**src/rtl/ccha_pkg.sv**
```systemverilog
`timescale 1ns / 1ps
// ----------------------------------------------------------------------------
// Chunk chain allocator package
// Sizes, codes, memory request types and the sequencer states shared by the
// allocator modules.
// ----------------------------------------------------------------------------
package ccha_pkg;

	localparam int NODES   = 256;
	localparam int CHUNKS  = 1024;
	localparam int NODE_W  = 8;
	localparam int FNH_W   = 9;
	localparam int CHUNK_W = 10;
	localparam int LINK_W  = 11;
	localparam int BYTES_W = 22;
	localparam int CB_W    = 13;
	localparam int DVD_W   = 23;
	localparam int NCNT_W  = 9;
	localparam int CCNT_W  = 11;
	localparam int ROOM_W  = 23;

	localparam logic [LINK_W-1:0] INVALID_POINT = LINK_W'(CHUNKS);
	localparam logic [CB_W-1:0]   CB_RESET      = CB_W'(64);
	localparam logic [CB_W-1:0]   CB_MAX        = CB_W'(4096);

	localparam logic [1:0] OP_ALLOC   = 2'd0;
	localparam logic [1:0] OP_RELEASE = 2'd1;
	localparam logic [1:0] OP_LOCATE  = 2'd2;

	localparam logic [1:0] ST_OK      = 2'd0;
	localparam logic [1:0] ST_NO_ROOM = 2'd1;
	localparam logic [1:0] ST_BEYOND  = 2'd2;

	typedef enum logic [3:0] {
		S_CLEAR,
		S_IDLE,
		S_NRD,
		S_DECIDE,
		S_DIV,
		S_WALK,
		S_WDATA,
		S_WEND,
		S_ADATA,
		S_FIN
	} state_t;

	typedef struct packed {
		logic               en;
		logic               we;
		logic [CHUNK_W-1:0] addr;
		logic [LINK_W-1:0]  wdata;
	} chunk_req_t;

	typedef struct packed {
		logic [LINK_W-1:0]  link;
		logic [BYTES_W-1:0] bytes;
	} node_entry_t;

	typedef struct packed {
		logic              en;
		logic              we;
		logic [NODE_W-1:0] addr;
		logic              used;
		node_entry_t       wdata;
	} node_req_t;

	typedef struct packed {
		logic        used;
		node_entry_t data;
	} node_rsp_t;

endpackage

```
**src/rtl/ccha_div.sv**
```systemverilog
`timescale 1ns / 1ps
// ----------------------------------------------------------------------------
// Chunk chain allocator divider
// Restoring divider, one quotient bit per cycle, for byte counts by the
// chunk size.
// ----------------------------------------------------------------------------
module ccha_div import ccha_pkg::*; (
	input  logic             clk,
	input  logic             arst_n,
	input  logic             start,
	input  logic [DVD_W-1:0] dividend,
	input  logic [CB_W-1:0]  divisor,
	output logic             done,
	output logic [DVD_W-1:0] quotient,
	output logic [CB_W-1:0]  remainder
);

	localparam int CNT_W = $clog2(DVD_W + 1);

	logic             busy_q;
	logic             done_q;
	logic [CNT_W-1:0] cnt_q;
	logic [DVD_W-1:0] dvd_q;
	logic [CB_W-1:0]  dvs_q;
	logic [CB_W-1:0]  rem_q;
	logic [CB_W:0]    trial;
	logic [CB_W:0]    diff;
	logic             ge;

	assign trial = {rem_q, dvd_q[DVD_W-1]};
	assign ge    = trial >= {1'b0, dvs_q};
	assign diff  = trial - {1'b0, dvs_q};

	always_ff @(posedge clk or negedge arst_n) begin
		if (!arst_n) begin
			busy_q <= 1'b0;
			done_q <= 1'b0;
			cnt_q  <= '0;
		end else begin
			done_q <= 1'b0;
			if (start) begin
				busy_q <= 1'b1;
				cnt_q  <= CNT_W'(DVD_W);
			end else if (busy_q) begin
				cnt_q <= cnt_q - 1'b1;
				if (cnt_q == CNT_W'(1)) begin
					busy_q <= 1'b0;
					done_q <= 1'b1;
				end
			end
		end
	end

	always_ff @(posedge clk) begin
		if (start) begin
			dvd_q <= dividend;
			dvs_q <= divisor;
			rem_q <= '0;
		end else if (busy_q) begin
			rem_q <= ge ? diff[CB_W-1:0] : trial[CB_W-1:0];
			dvd_q <= {dvd_q[DVD_W-2:0], ge};
		end
	end

	assign done      = done_q;
	assign quotient  = dvd_q;
	assign remainder = rem_q;

endmodule

```
**config.mk**
```make
export PLATFORM = sky130hd
export DESIGN_NAME = ccha_div
export DESIGN_NICKNAME = d
export VERILOG_FILES = /design/src/rtl/ccha_pkg.sv /design/src/rtl/ccha_div.sv
export SDC_FILE = /design/constraint.sdc
export NUM_CORES = 1
export LEC_CHECK = 0
export BUFFER_PORTS_ARGS = -buffer_cell sky130_fd_sc_hd__buf_2
export CAP_MARGIN = 5
export CORE_ASPECT_RATIO = 0.5
export CORE_MARGIN = 2
export CORE_UTILIZATION = 58
export DETAILED_ROUTE_END_ITERATION = 6
export GPL_TIMING_DRIVEN = 0
export HOLD_SLACK_MARGIN = 0.06
export PLACE_DENSITY = 0.85
export SYNTH_ARGS = -nofsm -noshare
export SYNTH_HDL_FRONTEND = slang
export SYNTH_SLANG_ARGS = --single-unit
```
**constraint.sdc**
```tcl
create_clock -name clk -period 4 [get_ports clk]
set_clock_uncertainty 0.1 [all_clocks]
set_input_delay 0.8 -clock clk [delete_from_list [all_inputs] [get_ports clk]]
set_output_delay 0.8 -clock clk [all_outputs]
set_load 0.005 [all_outputs]
```
==> impl_metrics.env, run 1 <==
export IMPL_finalNetCount=420
export IMPL_max_slew_margin_rel_pct=36.8
export IMPL_h_tree_depth=2
export IMPL_first_iter_violations=244
export IMPL_tightest_slew_ns=0.946
export IMPL_root_buffer="clkbuf_8"
export IMPL_dp_hpwl_um=5490
export IMPL_tns_ns=0
export IMPL_clkTransAtPathRegs_ns=0.10
export IMPL_async_flop_share_pct=12.5
export IMPL_cts_resized=0
export IMPL_cts_tree="done"
export IMPL_grt_antenna_before_repair=0
export IMPL_maxCapViolations=0
export IMPL_cts_hold_buf=0
export IMPL_final_util_pct=72.7
export IMPL_insertion_delay_ns=0.32
export IMPL_wl_per_cell_um=17.0
export IMPL_hold_path_class="primary input to asynchronous set/reset pin"
export IMPL_grt_ovfl_total=0
export IMPL_arrival_ns=2.57
export IMPL_synthFlopType="edfxtp_1"
export IMPL_cts_sinks=56
export IMPL_total_power_uw=2110
export IMPL_start_util_pct=61.8
export IMPL_area_delta_synth_final_pct=17.6
export IMPL_rsz0062_at_grt="no"
export IMPL_wl_um=7430
export IMPL_synthTopCellsByCount="edfxtp_1, inv_1, mux2_2, nand2_1, nor2_1"
export IMPL_yosysWarningCount=0
export IMPL_min_period_ns=2.73
export IMPL_ys_seq_area_share_pct=48.4
export IMPL_dieArea_um2=6040
export IMPL_cp_required_ns=3.85
export IMPL_drc_errors=0
export IMPL_port_buffers=75
export IMPL_core_um2=5070
export IMPL_detail_route_antenna_nets=0
export IMPL_yosysMostFrequentCell="edfxtp_1"
export IMPL_fp_dieH_um=56.0
export IMPL_ir_drop_v=0.000247
export IMPL_worstPathMaxFanout=23
export IMPL_p_leak_uw=0.00162
export IMPL_synth_top_cell_by_area="edfxtp_1"
export IMPL_grt_usage_pct=26.3
export IMPL_grt_pass1_wl_um=12300
export IMPL_grt_pass1_vias=2542
export IMPL_max_freq_mhz=367
export IMPL_synth_edf_count=36
export IMPL_postSynthCellCount=283
export IMPL_min_period_over_period_pct=68.2
export IMPL_criticalPathCategory="primary input to flip-flop"
export IMPL_setup_viol=0
export IMPL_dr_pass1_iters=5
export IMPL_synth_top_area_share_pct=34.5
export IMPL_startpoint_type="primary input"
export IMPL_place_gp_congestion=0.880
export IMPL_core_rowCount=18
export IMPL_syn_nets=338
export IMPL_synth_avg_cell_area_um2=11.1
export IMPL_yosysUniqueCellTypes=62
export IMPL_powerDensity_nw_per_um2=573
export IMPL_synth_seq_cells=56
export IMPL_finalMaxSlewViolations=0
export IMPL_r2r_start="quotient[22]"
export IMPL_num_antenna_cells=0
export IMPL_outcome="finished clean"
export IMPL_drive_gt1_share_pct=34.7
export IMPL_dieWidth_um=108
export IMPL_cts_buffers=5
export IMPL_grt_max_degree=24
export IMPL_startpoint="start"
export IMPL_vias=2610
export IMPL_fillers=386
export IMPL_drt_vias_per_instance=5.99
export IMPL_end_kind="flip-flop"
export IMPL_hold_viol=0
export IMPL_netlist_area_um2=3130
export IMPL_io_pins=76
export IMPL_ys_top_cells_by_area="edfxtp_1, dfxtp_1, mux2_2"
export IMPL_ctsLongestPathBuffers=2
export IMPL_postCtsSetupBuffers=0
==> final cells by class <==
type / instances / area [um2] / share of cell area (%)
plain buffers: 14 / 73.8 / 2.00
clock buffers: 5 / 68.8 / 1.87
clock inverters: 3 / 18.8 / 0.510
inverters: 25 / 93.8 / 2.55
multi-input cells: 188 / 1450 / 39.3
flip-flops and latches: 56 / 1520 / 41.2
well taps: 70 / 87.6 / 2.38
repair buffers: 75 / 375 / 10.2
==> placed cells by master (no fill, tap or decap), types with 4 or more instances in the layout <==
cell	instances
nand3_1	13
buf_2	77
nand2_1	19
clkbuf_1	8
nor2_1	16
xor2_1	4
a311oi_1	8
a21o_1	4
dfxtp_1	13
clkbuf_8	5
edfxtp_1	36
dfrtp_1	7
ha_1	15
o21ai_0	11
xnor2_1	7
inv_1	23
o21ai_1	7
a21oi_1	7
a21oi_2	4
nor4_1	7
mux2_2	23
==> where the power goes <==
group | switching (uW) | internal (uW) | leakage [uW] | total, uW
Sequential | 95.7 | 723 | 0.000554 | 819
Clock | 191 | 123 | 0.0000479 | 314
Combinational | 553 | 423 | 0.00101 | 975
Total | 840 | 1270 | 0.00162 | 2110
==> metal layers <==
metal / global-route usage (%) / part of all wire (%)
met1: 34.6 / 44
met2: 43.9 / 47
met3: 5.74 / 6.7
met4: 7.51 / 1.7
met5: 0 / 0
==> worst paths after layout <==
kind | endpoint | slack [ns] | cells past startpoint
worst max-delay path | quotient[8] | 1.27 | 5
worst min-delay path | done | 0.20 | 1
worst max register to register | quotient[0] | 1.29 | 11
worst min register to register | cnt_q[4] | 0.44 | 2
max in group asynchronous | cnt_q[0] | 3.44 | 1
min in group clk | cnt_q[4] | 0.44 | 2
==> critical path, stage by stage <==
cell and delay [ns]:
buf_2 0.33, clkbuf_1 0.28, inv_1 0.14, clkbuf_1 0.26
nand2_1 0.77
==> state kept, by name, indices dropped and copies added, names as in the netlist <==
| name | cells |
|---|---|
| quotient | 23 |
| dvs_q | 13 |
| remainder | 13 |
| cnt_q | 5 |
| busy_q | 1 |
| done | 1 |
==> per-stage QoR <==
step / setup slack [ns] / cells / hold WS [ns] / instance area [um2]
3_3_place_gp: 0.994 / 428 / 0.402 / 3590
4_1_cts: 1.27 / 436 / 0.197 / 3680
6_report: 1.27 / 436 / 0.195 / 3680
3_5_place_dp: 0.921 / 428 / 0.410 / 3590
2_1_floorplan: 1.55 / 283 / 0.381 / 3130
5_1_grt: 1.12 / 436 / 0.185 / 3680
==> cells by family (layout without fill, tap and decap cells) <==
group | count (synthesis) | count (layout) | share of synthesized area [%]
multiplexers | 23 | 23 | 8.27
adder cells (fa/ha/maj) | 16 | 16 | 6.63
flip-flops | 56 | 56 | 48.4
AO/OA/AOI/OAI | 66 | 66 | 16.3
AND/OR/NAND/NOR | 72 | 72 | 12.0
XOR/XNOR | 11 | 11 | 3.08
buffers and inverters | 39 | 122 | 5.35
Note: power is estimated with default switching activity, not from simulation.
==> run 2, diff against run 1 <==
- ABC_AREA: default -> 1
- CORE_UTILIZATION: 58 -> 49
- PLACE_DENSITY: 0.85 -> 0.76
- clock period: 4 -> 2.2 ns (I/O delays scaled with it)
==> impl_metrics.env, run 2 <==
export IMPL_dr_pass1_iters=5
export IMPL_synthFlopType="edfxtp_1"
export IMPL_num_antenna_cells=0
export IMPL_synth_seq_cells=56
export IMPL_end_kind="flip-flop"
export IMPL_worstPathMaxFanout=5
export IMPL_synth_edf_count=36
export IMPL_hold_viol=0
export IMPL_outcome="finished clean"
export IMPL_drive_gt1_share_pct=26.3
export IMPL_p_leak_uw=0.00218
export IMPL_use_met2_pct=38.4
export IMPL_vias=3004
export IMPL_crit_family="simple AND/OR/NAND/NOR gates"
export IMPL_finalNetCount=563
export IMPL_hold_path_class="primary input to flip-flop"
export IMPL_top_usage_layer="met2"
export IMPL_grt_antenna_before_repair=0
export IMPL_slowest_delay_ns=0.40
export IMPL_drc_errors=0
export IMPL_yosysWarningCount=0
export IMPL_root_buffer="clkbuf_16"
export IMPL_tightest_slew_ns=0.560
export IMPL_wl_per_cell_um=12.9
export IMPL_grt_max_degree=28
export IMPL_finalMaxSlewViolations=0
export IMPL_dieWidth_um=120
export IMPL_synth_avg_cell_area_um2=7.90
export IMPL_cts_tree="done"
export IMPL_min_period_over_period_pct=98.1
export IMPL_ctsLongestPathBuffers=2
export IMPL_yosysMostFrequentCell="nand2_1"
export IMPL_cp_slowest_cell="edfxtp_1"
export IMPL_fp_dieH_um=61.9
export IMPL_io_pins=76
export IMPL_drt_vias_per_instance=5.00
export IMPL_total_power_uw=4500
export IMPL_h_tree_depth=2
export IMPL_place_gp_congestion=0.954
export IMPL_first_iter_violations=168
export IMPL_core_rowCount=21
export IMPL_powerDensity_nw_per_um2=1110
export IMPL_core_um2=6600
export IMPL_postSynthCellCount=416
export IMPL_cp_buffers_inverters=3
export IMPL_grt_ovfl_total=0
export IMPL_final_cell_mix="nand2_1, buf_2, inv_1, edfxtp_1, nand3_1"
export IMPL_setup_viol=0
export IMPL_startpoint_type="flip-flop"
export IMPL_dp_hpwl_um=5490
export IMPL_detail_route_antenna_nets=0
export IMPL_yosysUniqueCellTypes=33
export IMPL_grt_pass1_vias=2723
export IMPL_area_delta_synth_final_pct=23.8
export IMPL_r2r_slack_ns=0.04
export IMPL_max_freq_mhz=463
export IMPL_port_buffers=75
export IMPL_grt_util_met1_pct=28.0
export IMPL_cts_buffers=5
export IMPL_synth_top_cell_by_area="edfxtp_1"
export IMPL_ir_drop_v=0.000551
export IMPL_cp_cell_sequence="inv_2 -> ha_4 -> inv_4 -> fa_2 -> nand2_1 -> nand2_1 -> nand3_2 -> nand2_2 -> nand2_4 -> nand3_4 -> buf_12 -> nand2_4 -> nand2_2"
export IMPL_syn_nets=471
export IMPL_layout_commonest_cell="nand2_1"
export IMPL_synthTopCellsByCount="nand2_1, inv_1, edfxtp_1, nand3_1, nand4_1"
export IMPL_grt_usage_pct=21.2
export IMPL_async_flop_share_pct=12.5
export IMPL_final_util_pct=61.7
export IMPL_maxCapViolations=0
export IMPL_cp_required_ns=2.15
export IMPL_wl_um=7740
export IMPL_synth_top_area_share_pct=32.9
export IMPL_clkTransAtPathRegs_ns=0.07
export IMPL_netlist_area_um2=3290
export IMPL_ys_top_cells_by_area="edfxtp_1, nand2_1, dfxtp_1"
export IMPL_criticalPathCategory="flip-flop to flip-flop"
export IMPL_grt_use_met3_pct=3.65
export IMPL_max_slew_margin_rel_pct=62.6
export IMPL_dieArea_um2=7420
export IMPL_cts_sinks=56
export IMPL_rsz0062_at_grt="yes"
export IMPL_start_util_pct=49.9
export IMPL_insertion_delay_ns=0.29
export IMPL_min_period_ns=2.16
export IMPL_largest_reg_flops=23
export IMPL_arrival_ns=2.11
export IMPL_ys_seq_area_share_pct=46.1
export IMPL_grt_pass1_wl_um=12300
==> run 2: cell types whose count changed in the layout (fill, tap and decap cells not counted), sizes merged, moves of 6 or more <==
cell    change
o21ai      -11
nor4        -6
nand4      +19
inv        +47
nand3      +23
mux2       -23
buf        +11
a311oi      -9
nand2     +140
a21oi       -6
==> run 2: metrics by stage <==
step                      instance area, um2  worst slack, ns  hold WS, ns  instances  TNS (ns)
final                                   4070           0.0420        0.217        601         0
after global routing                    4070          -0.0138        0.213        601   -0.0363
after CTS                               4010          0.00609        0.218        598         0
after detailed placement                3780           -0.206        0.189        583     -5.80
after global placement                  3780           -0.192        0.189        583     -4.86
after floorplan                         3290           0.0409       0.0444        416         0
==> run 2: area by class of cell <==
class | instances | area (um2)
Buffer | 12 | 73.8
Clock buffer | 6 | 129
Clock inverter | 2 | 16.3
Fill cell | 591 | 2520
Inverter | 73 | 280
Multi-Input combinational cell | 275 | 1460
Sequential cell | 56 | 1520
Tap cell | 92 | 115
Timing Repair Buffer | 85 | 477
==> run 2: path summary, 6_finish.rpt <==
path,end,start,depth (start not counted)
hold reg to reg,remainder[7],remainder[7],2
max in group asynchronous,cnt_q[1],arst_n,2
setup reg to reg,quotient[0],quotient[22],13
min in group asynchronous,cnt_q[0],arst_n,2
hold / removal,dvs_q[2],divisor[2],1
setup / recovery,quotient[0],quotient[22],13
==> run 2: power by group <==
group / internal (uW) / total (uW) / leakage [uW] / switching, uW
clock: 425 / 794 / 0.0000671 / 369
sequential: 1310 / 1450 / 0.000564 / 144
combinational: 928 / 2250 / 0.00155 / 1330
==> run 2: cell families after synthesis <==
kind of cell / share of synthesized area, %
and+or+nand+nor: 33.1
DFF: 46.1
buffers and inverters: 10.6
AOI/OAI and AO/OA: 2.51
adders and majority gates: 6.32
xor gates and xnor gates: 1.33
==> run 2: timing repair <==
| action | 4_1_cts | 5_1_grt |
|---|---|---|
| endpoints found under the hold margin | 7 | 0 |
| setup buffers | 5 | 3 |
| hold buffers | 1 | 0 |
| pin swaps | 3 | 8 |
| endpoints found under the setup margin | 11 | 37 |
| resized for setup | 4 | 12 |
| gates cloned | 1 | 0 |
==> run 2: per-layer routing <==
layer / part of all wire [%] / wire [um] / vias up
met5: 0 / 0 / -
met4: 1.0 / 81 / 0
met3: 7.4 / 570 / 10
met2: 47 / 3660 / 110
met1: 44 / 3430 / 1381
li1: - / - / 1503
